### src/design/dmcsc_pkg.sv
package dmcsc_pkg;

	typedef enum logic [2:0] {
		KIND_TICK    = 3'd0,
		KIND_CONTROL = 3'd1,
		KIND_LEVEL   = 3'd2,
		KIND_ADDRESS = 3'd3,
		KIND_LENGTH  = 3'd4,
		KIND_ENABLE  = 3'd5
	} kind_t;

	localparam logic [15:0] WRAP_ADDRESS = 16'h8000;
	localparam logic [6:0]  LEVEL_UP_MAX = 7'd125;
	localparam logic [6:0]  LEVEL_DN_MIN = 7'd2;
	localparam logic [3:0]  BYTE_BITS    = 4'd8;

	typedef struct packed {
		kind_t       kind;
		logic [7:0]  write_data;
		logic [7:0]  sample_byte;
	} item_t;

	typedef struct packed {
		logic [6:0]  level;
		logic        fetch_valid;
		logic [15:0] fetch_address;
		logic        active;
	} result_t;

	typedef struct packed {
		logic        enabled_flag;
		logic        loop_flag;
		logic [6:0]  out_level;
		logic [15:0] start_address;
		logic [11:0] start_length;
		logic [15:0] fetch_pointer;
		logic [11:0] bytes_left;
		logic [7:0]  shift_bits;
		logic [3:0]  bits_left;
		logic [7:0]  divider_count;
		logic [7:0]  divider_period;
	} chan_state_t;

	function automatic logic [7:0] rate_period(input logic [3:0] idx);
		logic [7:0] p;
		unique case (idx)
			4'd0:  p = 8'd214;
			4'd1:  p = 8'd190;
			4'd2:  p = 8'd170;
			4'd3:  p = 8'd160;
			4'd4:  p = 8'd143;
			4'd5:  p = 8'd127;
			4'd6:  p = 8'd113;
			4'd7:  p = 8'd107;
			4'd8:  p = 8'd95;
			4'd9:  p = 8'd80;
			4'd10: p = 8'd71;
			4'd11: p = 8'd64;
			4'd12: p = 8'd53;
			4'd13: p = 8'd42;
			4'd14: p = 8'd36;
			4'd15: p = 8'd27;
		endcase
		return p;
	endfunction

endpackage

### src/design/delta_modulation_sample_channel.sv
// An accepted item is held in stage 1, and its result is loaded into the output register
// as soon as that register is free; a full, untaken result register stalls stage 1.
// Throughput: one item per cycle while results are taken; the channel state update in the
// step logic closes on itself combinationally, so items follow back to back.
// Reset (arst_n low, asynchronous): all channel state clears to zero and both
// pipeline stages empty; payload registers are not reset.
module delta_modulation_sample_channel (
	input  logic                clk,
	input  logic                arst_n,
	input  logic                item_valid,
	output logic                item_ready,
	input  dmcsc_pkg::item_t    item,
	output logic                result_valid,
	input  logic                result_ready,
	output dmcsc_pkg::result_t  result
);
	import dmcsc_pkg::*;

	// Stage 1 holds the accepted transaction; stage 2 is the result register.
	item_t       item_s1;
	logic        valid_s1;
	result_t     result_s2;
	logic        valid_s2;

	chan_state_t state_q;
	chan_state_t state_nxt;
	result_t     step_result;

	logic        out_free;
	logic        advance;

	// The result slot frees when empty or when its transaction is taken this cycle.
	assign out_free   = !valid_s2 || result_ready;
	// Advance stage 1 into the result register only when there is room.
	assign advance    = valid_s1 && out_free;
	assign item_ready = !valid_s1 || out_free;

	dmcsc_step u_step (
		.cur    (state_q),
		.item   (item_s1),
		.nxt    (state_nxt),
		.result (step_result)
	);

	// Control: stage valids and the channel state.
	always_ff @(posedge clk or negedge arst_n) begin
		if (!arst_n) begin
			valid_s1 <= 1'b0;
			valid_s2 <= 1'b0;
			state_q  <= '0;
		end else begin
			if (item_ready)
				valid_s1 <= item_valid;
			if (out_free)
				valid_s2 <= valid_s1;
			// Commit the channel state only as the transaction leaves stage 1.
			if (advance)
				state_q <= state_nxt;
		end
	end

	// Payload: hold while stalled, load on a free slot.
	always_ff @(posedge clk) begin
		if (item_ready && item_valid)
			item_s1 <= item;
		if (advance)
			result_s2 <= step_result;
	end

	assign result_valid = valid_s2;
	assign result       = result_s2;

endmodule

### src/design/dmcsc_step.sv
module dmcsc_step (
	input  dmcsc_pkg::chan_state_t cur,
	input  dmcsc_pkg::item_t       item,
	output dmcsc_pkg::chan_state_t nxt,
	output dmcsc_pkg::result_t     result
);
	import dmcsc_pkg::*;

	always_comb begin
		logic        fetch;
		logic [15:0] ptr_inc;
		logic [11:0] bytes_dec;
		logic [7:0]  sb;
		logic [3:0]  bl;

		nxt     = cur;
		fetch   = 1'b0;
		ptr_inc = cur.fetch_pointer + 16'd1;
		bytes_dec = cur.bytes_left - 12'd1;
		sb      = cur.shift_bits;
		bl      = cur.bits_left;

		unique case (item.kind)
			KIND_TICK: begin
				if (cur.enabled_flag) begin
					// load the shifter when it ran dry and bytes remain
					if (cur.bytes_left != 12'd0 && cur.bits_left == 4'd0) begin
						fetch             = 1'b1;
						sb                = item.sample_byte;
						bl                = BYTE_BITS;
						nxt.fetch_pointer = (ptr_inc == 16'd0) ? WRAP_ADDRESS : ptr_inc;
						nxt.bytes_left    = bytes_dec;
						if (bytes_dec == 12'd0 && cur.loop_flag) begin
							nxt.fetch_pointer = cur.start_address;
							nxt.bytes_left    = cur.start_length;
						end
					end
					nxt.shift_bits = sb;
					nxt.bits_left  = bl;
					if (cur.divider_count == 8'd0) begin
						nxt.divider_count = cur.divider_period;
						if (bl != 4'd0) begin
							if (sb[0]) begin
								if (cur.out_level <= LEVEL_UP_MAX)
									nxt.out_level = cur.out_level + 7'd2;
							end else if (cur.out_level >= LEVEL_DN_MIN) begin
								nxt.out_level = cur.out_level - 7'd2;
							end
							nxt.shift_bits = {1'b0, sb[7:1]};
							nxt.bits_left  = bl - 4'd1;
						end
					end else begin
						nxt.divider_count = cur.divider_count - 8'd1;
					end
				end
			end
			KIND_CONTROL: begin
				nxt.loop_flag      = item.write_data[6];
				nxt.divider_period = rate_period(item.write_data[3:0]);
			end
			KIND_LEVEL:   nxt.out_level     = item.write_data[6:0];
			KIND_ADDRESS: nxt.start_address = {2'b11, item.write_data, 6'd0};
			KIND_LENGTH:  nxt.start_length  = {item.write_data, 4'h1};
			KIND_ENABLE: begin
				nxt.enabled_flag = item.write_data[0];
				if (!item.write_data[0]) begin
					nxt.bytes_left = 12'd0;
				end else if (cur.bytes_left == 12'd0) begin
					nxt.fetch_pointer = cur.start_address;
					nxt.bytes_left    = cur.start_length;
				end
			end
			default: ;
		endcase

		result.level         = nxt.out_level;
		result.fetch_valid   = fetch;
		result.fetch_address = fetch ? cur.fetch_pointer : 16'd0;
		result.active        = (nxt.bytes_left != 12'd0);
	end

endmodule

### config.mk
export PLATFORM = sky130hd
export DESIGN_NAME = delta_modulation_sample_channel
export DESIGN_NICKNAME = d
export VERILOG_FILES = /design/src/design/dmcsc_pkg.sv /design/src/design/delta_modulation_sample_channel.sv /design/src/design/dmcsc_step.sv
export SDC_FILE = /design/constraint.sdc
export NUM_CORES = 1
export LEC_CHECK = 0
export ABC_CLOCK_PERIOD_IN_PS = 4900
export CAP_MARGIN = 20
export CORE_UTILIZATION = 59
export CTS_CLUSTER_DIAMETER = 40
export DETAILED_ROUTE_END_ITERATION = 8
export DONT_BUFFER_PORTS = 1
export PLACE_DENSITY_LB_ADDON = 0.2
export REMOVE_ABC_BUFFERS = 1
export SYNTH_ARGS = -nofsm -noshare
export SYNTH_HDL_FRONTEND = slang
export SYNTH_SLANG_ARGS = --single-unit
### constraint.sdc
create_clock -name clk -period 4.9 [get_ports clk]
set_input_delay 0.735 -clock clk [delete_from_list [all_inputs] [get_ports clk]]
set_output_delay 0.735 -clock clk [all_outputs]
set_load 0.02 [all_outputs]
Word level (Yosys, flattened, before mapping)
Memories as Yosys holds them, arrays and structs flattened. A register that Yosys moved wholly into a read port is not among the register bits. Cells that the tools add are included. Widths: inputs -> output; s select.

Register bits: 121. Bits in read-only memories: 128. Bits of input ports: 23. Output and inout port bits: 27. Memories: 1.

Memories: (name not given) (depth 16, width 8, rd ports 1, clocked after memory_dff 1, wr ports 0, line dmcsc_pkg.sv:46) `unique case (idx)`.

Add/subtract/negate cells: 6. Order comparisons: 2. Equality and inequality tests: 9. Mux-type cells: 27. Reductions and logical operators: 25.

Operators by type and width (number): $mux 28 (3); $pmux 28 s2 (1); $mux 48 (1); $mux 7 (6); $mux 12 (3); $mux 16 (2); $mux 8 (4); $logic_not 12->1 (2); $reduce_bool 12->1 (2); $add 16x1->16 const B (1); $logic_not 16->1 (1); $pmux 7 s2 (1); $mux 4 (3); $sub 12x1->12 const B (1); $logic_not 8->1 (1); $reduce_and 2->1 (4); $sub 8x1->8 const B (1); $add 7x2->7 const B (1); $ge 7x2->1 const B (1); $le 7x7->1 const B (1); $sub 7x2->7 const B (1); $eq 3x2->1 const B (2); $eq 3x3->1 const B (2); $reduce_and 6->1 (1); other kinds (13) (23).

Longest topological paths before layout
Gate-level depths: netlist of the first run.

Depth in word-level cells: 11. Depth in mapped cells: 13. Mapped depth without buffers: 11.

By module
From an unflattened synthesis of the first run, not the netlist that was laid out.

Cell total of the unflattened synthesis: 845. Area, all modules: 8727.1 um^2.

By module, submodules not included: delta_modulation_sample_channel (times used 1, cells each 249, area an instance 5111.2 um^2); dmcsc_step (times used 1, cells each 596, area an instance 3616.0 um^2).

Worst setup path before layout of the first run
No wires, ideal clock.

Path kind: reg2reg. Start: reg state_q[32] (netlist name). End: reg result_s2 (netlist bit result[0]), data pin. Setup time: 271 ps. Data arrival time: 2613 ps. Required time: 4629 ps. Path slack: 2017 ps. Cell stages (with the launch flop): 13. Cell sequence: dfrtp_1 -> buf_6 -> or4_4 -> buf_6 -> o41a_1 -> buf_6 -> nand2_2 -> inv_2 -> o211ai_1 -> o21ai_1 -> a211oi_1 -> and4_1 -> nand4_1.

RTL lines: start: declaration (line delta_modulation_sample_channel.sv:25) `chan_state_t state_q;`; start signal: assignment (line delta_modulation_sample_channel.sv:58) `state_q <= state_nxt;`; end signal: assignment (line delta_modulation_sample_channel.sv:67) `result_s2 <= step_result;`; end: declaration (line delta_modulation_sample_channel.sv:22) `result_t result_s2;`.

==> impl_metrics.toml, run 1 <==
[critical_path]
r2r_cells = 11
r2r_slack_ps = 1120
arrival_ps = 3930
critPathCaptureType = "flop"
startpoint_type = "flop"
required_ps = 5050
path_class = "reg2reg"
r2r_start = "state_q[16]"
crit_fanout = 26
r2r_end = "result[0]"

[synthesis]
syn_inst = 735
yosysWarnings = 0
syn_area_sq_um = 6980
ys_ff_latch = 129
synth_seq_area_share_pct = 49.4
synth_flop_cell = "dfrtp_1"
postSynth.asyncResetShare_pct = 65.9
synth-edff-count = 44
synth_area_per_cell_sq_um = 9.50
synth_cell_types = 71

[run]
drv_cap = 0

[cells_and_area]
fin_cells = 885
layout-drive-gt1-share_pct = 10.4
n_fill_cell = 885
area_growth_pct = 10.0
nNetsFinal = 765
layout_common_cells = "nand2_1, dfrtp_1, o21ai_0, nor2_1, edfxtp_1"
fin_util_pct = 67.0
design_area_sq_um = 7680
layout_commonest_cell = "nand2_1"

[detailed_routing]
ant_nets = 0
firstDrtPassIters = 8
vias = 5870
via_per_inst = 6.63
drt-total-wl_um = 17600
avgRoutedWirePerCell_um = 19.9
drt_iter0_drc = 499
drc = 0

[clocking]
ctsHtreeMaxLevel = 4
cts_tree = "yes"
cts_root_buf = "clkbuf_16"
cts_buffers = 17
cts_setup_buffers = 0
cts_sinks = 129
cts_buffer_depth = 2
clk_latency_ps = 420
clk_pin_slew_worst_paths_ps = 60

[sta]
rsz0062_at_grt = "false"
fmax_ghz = 0.265
setup_violations = 0
skew_ps = 5.72
max_slew_margin_pct = 35.8
fin_crit_sh_pct = 77.1
finalSetupTns_ps = 0
hold_viol = 0
drv_slew = 0
final.min_clock_period_ps = 3780
worst_pin_slew_ps = 963

[floorplanning]
die_x_um = 111
rows = 39
die_h_um = 111
core-area_sq_um = 11500
initial_utilization_pct = 60.9
ios = 50
dieArea_sq_um = 12300

[power_and_ir_drop]
powerDensity_nw_per_um2 = 454
power_frac_seq_pct = 41.3
switching_share_pct = 32.3
comb_power_share_pct = 22.0
clkPwrFrac_pct = 36.6
ir_worst_vdd_uv = 372
power_mw = 3.49
internal_power_mw = 2.36
switchingPower_mw = 1.13
p_leak_nw = 3.14

[place]
placedCellCount = 850
portBuffers = 0
gp_congestion = 0.907
placed_area_sq_um = 7050
dp_hpwl_um = 11900

[grt]
grt_pass1_wl_um = 28600
grt_pass1_vias = 5606
grt_usage_pct = 29.9
antenna_found_initial = 1
grt_overflow = 0
grt_max_degree = 86

[status]
status = "completed"

[min_path]
min_path_type = "in2async"
-- synth_stat cells (all sizes together), types with 3 or more instances --
cell | n | share of area (%)
nand2 | 93 | 5.0
dfrtp | 85 | 30
o21ai | 72 | 5.2
nor2 | 66 | 3.5
edfxtp | 44 | 19
a21oi | 43 | 3.1
nor3 | 29 | 2.1
clkbuf | 25 | 1.3
nand3 | 24 | 1.7
inv | 23 | 1.2
mux2 | 20 | 3.3
and3 | 17 | 1.5
ha | 14 | 2.5
o22ai | 14 | 1.3
a211oi | 12 | 1.4
buf | 10 | 0.95
nand2b | 10 | 0.90
o31ai | 10 | 1.1
a21o | 8 | 0.86
a31oi | 8 | 0.72
mux2i | 7 | 1.0
nand4 | 7 | 0.63
nor4 | 7 | 0.84
a22oi | 6 | 0.65
or4 | 6 | 0.70
and2 | 5 | 0.45
o211ai | 5 | 0.54
a32oi | 4 | 0.50
or2 | 4 | 0.36
a21boi | 3 | 0.32
nand4b | 3 | 0.38
nor2b | 3 | 0.27
o21bai | 3 | 0.32
or3 | 3 | 0.27
or3b | 3 | 0.38
xnor2 | 3 | 0.38
xor2 | 3 | 0.38
-- through the flow --
stage / hold slack (ps) / setup WS, ps
finish: 164 / 1120
global route: 228 / 897
CTS: 229 / 1220
detailed placement: 441 / 1260
global placement: 441 / 1250
floorplan: 435 / 1640
-- timing repair --
| action | in CTS | in global routing |
|---|---|---|
| hold buffers | 1 | 0 |
| endpoints found under the hold margin | 85 | 0 |
| gates resized for setup | 0 | 0 |
| setup endpoints to repair | 0 | 0 |
-- power by group through the flow --
stage / sequential, mW / combinational (mW) / clock [mW]
2_1_floorplan: 1.40 / 0.584 / 0
3_3_place_gp: 1.45 / 0.729 / 0
3_5_place_dp: 1.46 / 0.738 / 0
4_1_cts: 1.44 / 0.760 / 1.29
5_1_grt: 1.46 / 0.852 / 1.34
6_report: 1.44 / 0.769 / 1.28
-- flip-flops by register name, summed over array words and instances, names as in the netlist --
signal        flops
valid_s1          1
result           25
result_valid      1
state_q          83
item_s1          19
-- critical path, stage by stage (launching register included) --
cell,delay (ps)
dfrtp_1,400
inv_1,120
ha_1,150
nor3b_1,700
o41a_1,320
buf_4,320
nand3_1,140
a21oi_1,580
a21boi_0,190
a211oi_1,270
and4_1,220
nand4_1,90
-- metal layers --
metal / GRT usage, % / routed length, um / vias up
met5: 0 / 0 / -
met3: 7.05 / 1320 / 36
met4: 11.0 / 364 / 0
met1: 40.8 / 7730 / 2850
met2: 46.8 / 8240 / 289
li1: - / - / 2695
-- worst max path at each step --
stage                      from     endpoint  depth (start not counted)
finish              state_q[16]    result[0]                         11
global route        state_q[16]    result[0]                         11
CTS                 state_q[16]    result[0]                         11
detailed placement  state_q[16]    result[0]                         11
global placement    state_q[16]    result[0]                         11
floorplan           state_q[16]  state_q[42]                          9
-- final cells by class --
cell class | instances | area (sq um) | share of cell area, %
Sequential cell | 129 | 3450 | 44.9
Inverter | 24 | 90.1 | 1.17
Timing Repair Buffer | 9 | 87.6 | 1.14
Clock inverter | 15 | 166 | 2.17
Tap cell | 143 | 179 | 2.33
Antenna cell | 1 | 2.50 | 0.0326
Clock buffer | 17 | 425 | 5.54
Multi-Input combinational cell | 547 | 3280 | 42.7
-- kinds of logic after synthesis --
logic type / count (synthesis) / synth area share, %
AO/OA/AOI/OAI: 214 / 19.6
XOR/XNOR: 6 / 0.753
adder cells (fa/ha/maj): 14 / 2.51
buffers and inverters: 59 / 3.59
flip-flops: 129 / 49.4
multiplexers: 27 / 4.34
AND/OR/NAND/NOR: 286 / 19.8
No activity file was read; power rests on OpenSTA's default activity.
==> run 2: changes to the inputs <==
- ABC_CLOCK_PERIOD_IN_PS: 4900 -> 3150
- CORE_UTILIZATION: 59 -> 58
- clock period: 4.9 -> 3.15 ns (I/O delays scaled with it)
==> run 2 against run 1 <==
Effect of this change: flip-flop and latch count unchanged; utilization up 1.4 points; sequential power is 53% higher; global-route usage grew 0.83 points; combinational power up 76%; non-clock buffer count up 30; critical endpoint unchanged; worst hold slack worse by 33 ps; critical path depth is 1 lower; register-to-register slack worse by 1200 ps; clock skew grew 3.4 ps; cell count up 3.3%; fmax grew 18%; the flow now finishes with violations (design-rule violations, negative setup slack); largest power group unchanged.
==> impl_metrics.toml, run 2 (synthesis gave the netlist of run 1 again) <==
[status]
status = "finished, violations left"
violations = "design-rule violations, negative setup slack"

[cells_and_area]
fin_cells = 914
design_area_sq_um = 7910
n_fill_cell = 892
largest_register = "state_q"
layout_common_cells = "nand2_1, dfrtp_1, o21ai_0, nor2_1, edfxtp_1"
layout-drive-gt1-share_pct = 13.7
nNetsFinal = 795
antennaDiodeCount = 0
area_growth_pct = 13.3
largest_reg_flops = 83
layout_commonest_cell = "nand2_1"

[grt]
antenna_found_initial = 0
grt_max_degree = 86
grt_usage_pct = 30.8
grt_overflow = 0
grt_pass1_wl_um = 29500
grt_pass1_vias = 5770

[sta]
setup_violations = 1
max_slew_margin_pct = 36.4
hold_viol = 0
setup_ws_ps = -42.7
skew_ps = 9.08
final.min_clock_period_ps = 3190
rsz0062_at_grt = "true"
worst_pin_slew_ps = 954
fin_crit_sh_pct = 101
fmax_ghz = 0.313
drv_slew = 0
finalSetupTns_ps = -42.7
fin_hold_ws_ps = 131

[run]
drv_cap = 0

[floorplanning]
dieArea_sq_um = 12500
die_h_um = 112
core-area_sq_um = 11600
ios = 50
rows = 39
initial_utilization_pct = 60.3
die_x_um = 112

[power_and_ir_drop]
powerDensity_nw_per_um2 = 696
switching_share_pct = 32.1
ir_worst_vdd_uv = 597
comb_power_share_pct = 24.5
clkPwrFrac_pct = 35.4
power_frac_seq_pct = 40.2
internal_power_mw = 3.74
switchingPower_mw = 1.76
p_leak_nw = 3.29

[detailed_routing]
vias = 6025
firstDrtPassIters = 8
wl_met2_um = 8540
via_per_inst = 6.59
drt-total-wl_um = 18300
met1Wirelength_um = 7720
drt_iter0_drc = 631
ant_nets = 0
routed.top_layer = "met4"
drc = 3
wl_met3_um = 1440
avgRoutedWirePerCell_um = 20.0

[place]
placedCellCount = 879
dp_hpwl_um = 12300
gp_congestion = 0.902
placed_area_sq_um = 7270
portBuffers = 0

[critical_path]
cp_common_cell = "a211oi_1"
startpoint_type = "flop"
r2r_slack_ps = -40
r2r_start = "state_q[29]"
critPathCaptureType = "flop"
crit_fanout = 5
r2r_end = "result[0]"
crit_chain = "inv_1 > ha_1 > or3b_2 > o41ai_2 > a211oi_1 > a221oi_1 > o21a_1 > o211ai_1 > a211oi_1 > nand4_1"
required_ps = 3300
cp_slowest_cell = "o41ai_2"
crit_path_start = "state_q[29]"
crit_buf_inv = 1
r2r_cells = 10
cp_top_family = "compound AO/OA/AOI/OAI gates"
path_class = "reg2reg"
arrival_ps = 3350
critPathMaxStageDelay_ps = 570

[min_path]
hold_depth = 0
min_from = "item[7]"
whs_endpoint = "item_s1[7]"
min_path_type = "in2reg"

[clocking]
cts_root_buf = "clkbuf_16"
cts_tree = "yes"
ctsHtreeMaxLevel = 4
clk_latency_ps = 430
cts_buffers = 17
cts_sinks = 129
clk_pin_slew_worst_paths_ps = 60
cts_buffer_depth = 2
[run 2: changes by cell type in the layout (fill, tap and decap cells not counted), sizes merged]
cell / before / now
diode: 1 / 0
clkinvlp: 3 / 2
inv: 25 / 23
dlygate4sd3: 0 / 1
clkbuf: 17 / 20
buf: 9 / 38
[run 2: power groups by stage]
stage | registers [mW] | clock network [mW] | logic, mW
after floorplan | 2.18 | 0 | 0.908
after global placement | 2.22 | 0 | 1.24
after detailed placement | 2.23 | 0 | 1.27
after CTS | 2.20 | 1.97 | 1.31
after global routing | 2.23 | 2.03 | 1.46
final | 2.21 | 1.95 | 1.35
[run 2: worst max-delay path by stage]
stage | to | cells after the start
after global routing | state_q[90] | 10
after CTS | result[0] | 11
after floorplan | state_q[42] | 9
after detailed placement | result[0] | 11
final | result[0] | 10
after global placement | result[0] | 10
[run 2: worst reg2reg max path, cell delays in order (launching register included)]
cell and delay (ps):
dfrtp_1 380, inv_1 100, ha_1 140, or3b_2 510
o41ai_2 570, a211oi_1 120, a221oi_1 300, o21a_1 220
o211ai_1 110, a211oi_1 320, nand4_1 150
[run 2: per-layer routing]
| metal | GRT usage, % | up-vias |
|---|---|---|
| li1 | - | 2762 |
| met2 | 48.0 | 306 |
| met4 | 12.8 | 0 |
| met1 | 40.1 | 2886 |
| met5 | 0 | - |
| met3 | 9.20 | 71 |
[run 2: repair_timing]
item / 4_1_cts / 5_1_grt
setup buffers: 0 / 1
endpoints found under the setup margin: 0 / 5
resized for setup: 0 / 3
hold buffers: 2 / 0
hold endpoints to repair: 85 / 0
[run 2: area by class of cell]
type	instances	area [sq um]	area share, %
Tap cell	143	179	2.26
Sequential cell	129	3450	43.6
Clock inverter	12	141	1.79
Timing Repair Buffer	39	315	3.99
Multi-Input combinational cell	547	3290	41.7
Clock buffer	20	437	5.52
Inverter	24	90.1	1.14
[run 2: metrics by stage]
stage | worst slack [ps] | power (mW) | utilization [%]
after global routing | -90.2 | 5.73 | 68.4
final | -42.7 | 5.50 | 68.4
after CTS | 18.8 | 5.48 | 68.2
after detailed placement | 24.9 | 3.50 | 62.8
after floorplan | -106 | 3.09 | -
after global placement | 142 | 3.46 | 62.8
==> run 3: changes to the inputs <==
- ABC_AREA: unset -> 1
==> run 3 against run 2 <==
Effect of this change: the run now ends clean; clock power is essentially flat; synthesized area grew 3.4%; fmax grew 17%; design area grew 1.0%; count of clock-buffer cells in the layout is the same; critical endpoint unchanged; highest routed layer unchanged.
==> impl_metrics.toml, run 3 <==
[sta]
drv_slew = 0
setup_violations = 0
worst_pin_slew_ps = 754
fin_crit_sh_pct = 86.5
hold_viol = 0
skew_ps = 7.13
fmax_ghz = 0.367
fin_hold_ws_ps = 136
setup_ws_ps = 424
rsz0062_at_grt = "false"
final.min_clock_period_ps = 2730
finalSetupTns_ps = 0
max_slew_margin_pct = 49.7

[grt]
grt_pass1_wl_um = 28100
grt_overflow = 0
grt_max_degree = 86
grt_pass1_vias = 5641
antenna_found_initial = 0
grt_usage_pct = 28.7

[detailed_routing]
firstDrtPassIters = 5
drc = 0
avgRoutedWirePerCell_um = 15.9
drt-total-wl_um = 16700
via_per_inst = 5.62
ant_nets = 0
vias = 5928
drt_iter0_drc = 516

[place]
portBuffers = 0
pre_cts_slack_ps = 488
placedCellCount = 1020
gp_congestion = 0.905
dp_hpwl_um = 11800

[clocking]
clk_pin_slew_worst_paths_ps = 60
clk_latency_ps = 430
cts_tree = "yes"
cts_root_buf = "clkbuf_16"
cts_sinks = 129
cts_setup_buffers = 0
cts_buffer_depth = 2
ctsHtreeMaxLevel = 4
cts_buffers = 17

[floorplanning]
die_h_um = 114
die_x_um = 114
core-area_sq_um = 12100
initial_utilization_pct = 59.8
rows = 40
ios = 50
dieArea_sq_um = 12900

[cells_and_area]
nNetsFinal = 910
area_growth_pct = 10.7
layout_common_cells = "nand2_1, inv_1, nor2_1, dfrtp_1, o21ai_0"
largest_register = "state_q"
n_fill_cell = 1006
layout_commonest_cell = "nand2_1"
antennaDiodeCount = 0
largest_reg_flops = 83
layout-drive-gt1-share_pct = 11.2
fin_cells = 1054

[synthesis]
yosysWarnings = 0
ys_top_cells_by_area = "dfrtp_1, edfxtp_1, nand2_1"
postSynth.asyncResetShare_pct = 65.9
yosysTopAreaCell = "dfrtp_1"
synth_area_per_cell_sq_um = 8.32
muxShareOfSynthArea_pct = 1.14
syn_area_sq_um = 7220
netlist.area_leader.share_pct = 29.5
synth_flop_cell = "dfrtp_1"
ys_ff_latch = 129
synth_seq_area_share_pct = 47.8
synth_compound_area_share_pct = 12.6
synth_commonest_cells = "nand2_1, inv_1, dfrtp_1, nor2_1, o21ai_0"
synth_top_family_by_area = "simple AND/OR/NAND/NOR gates"
synth_cell_types = 48
syn_inst = 867
synth_simple_gate_area_share_pct = 25.7
synthAdderAreaFrac_pct = 2.43
synth_most_common_cell = "nand2_1"
synth-edff-count = 44
synth_xor_xnor_area_share_pct = 2.43

[power_and_ir_drop]
power_mw = 6.72
powerDensity_nw_per_um2 = 841
p_leak_nw = 3.62
ir_worst_vdd_uv = 500

[critical_path]
arrival_ps = 2910
critPathCaptureType = "flop"
path_class = "reg2reg"
required_ps = 3330
startpoint_type = "flop"
crit_fanout = 20

[min_path]
min_path_type = "in2reg"

[status]
status = "completed"

[run]
drv_cap = 0
==> run 3: cell types whose count changed after synthesis, sizes merged, moves of 11 or more <==
cell	previous run	this run
inv	23	120
clkbuf	25	12
nor2	66	106
nor3	29	15
a211oi	12	0
and3	17	1
nand3	24	51
nand2	93	198
o21ai	72	85
mux2	20	2
a21oi	43	32
xor2	3	18
==> run 3: area by class of cell <==
cell class | count | area (sq um) | share of cell area, %
Tap cell | 168 | 210 | 2.63
Clock inverter | 12 | 141 | 1.77
Inverter | 122 | 460 | 5.77
Clock buffer | 20 | 447 | 5.59
Multi-Input combinational cell | 595 | 3200 | 40.0
Timing Repair Buffer | 8 | 82.6 | 1.03
Sequential cell | 129 | 3450 | 43.2
==> run 3: cells by family (layout without fill, tap and decap cells) <==
kind of cell / count (synthesis) / count (layout)
fa+ha+maj: 14 / 14
flops: 129 / 129
xor+xnor: 20 / 20
buf+inv: 143 / 162
simple gates: 392 / 392
compound gates: 161 / 161
mux: 8 / 8
==> run 3: repair_timing <==
item | CTS | global route
endpoints found under the hold margin | 85 | 0
hold buffers | 2 | 0
resized for setup | 0 | 0
==> run 3: critical path: stages (launching register included) <==
cell      delay [ps]
dfrtp_1          410
inv_1            230
ha_1             230
inv_1            100
nor2_4           140
nand3b_4         110
nand4_4          240
inv_2            220
nand2_1          100
nand2_1           60
a21oi_1          180
nand2_1           70
nor2_1           160
nand2_1           80
nor2_1           100
nand2_1           60
==> run 3: final timing paths <==
path / depth (start not counted) / startpoint / end / slack [ps]
min reg2reg: 2 / state_q[6] / state_q[6] / 460
max in group asynchronous: 2 / arst_n / state_q[89] / 2140
min: 0 / item[11] / item_s1[11] / 140
min in group asynchronous: 2 / arst_n / state_q[47] / 620
max: 15 / state_q[28] / result[0] / 420
max reg2reg: 15 / state_q[28] / result[0] / 420
==> run 3: metrics by stage <==
| step | instance area [sq um] | utilization [%] |
|---|---|---|
| 2_1_floorplan | 7100 | - |
| 3_3_place_gp | 7360 | 61.0 |
| 3_5_place_dp | 7360 | 61.0 |
| 4_1_cts | 7990 | 66.2 |
| 5_1_grt | 7990 | 66.2 |
| 6_report | 7990 | 66.2 |
==> run 3: power by group <==
group | switching [mW] | leakage [nW] | internal [mW] | total (mW)
sequential | 0.460 | 1.50 | 2.19 | 2.65
combinational | 1.39 | 1.84 | 0.702 | 2.09
clock | 0.726 | 0.286 | 1.25 | 1.98
==> run 3: routing by layer <==
metal  global-route usage [%]  vias up  part of all wire, %
li1                         -     2896                    -
met1                     38.0     2790                   44
met2                     46.0      219                   48
met3                     7.60       23                  6.3
met5                        0        -                    0
met4                     9.65        0                  1.5
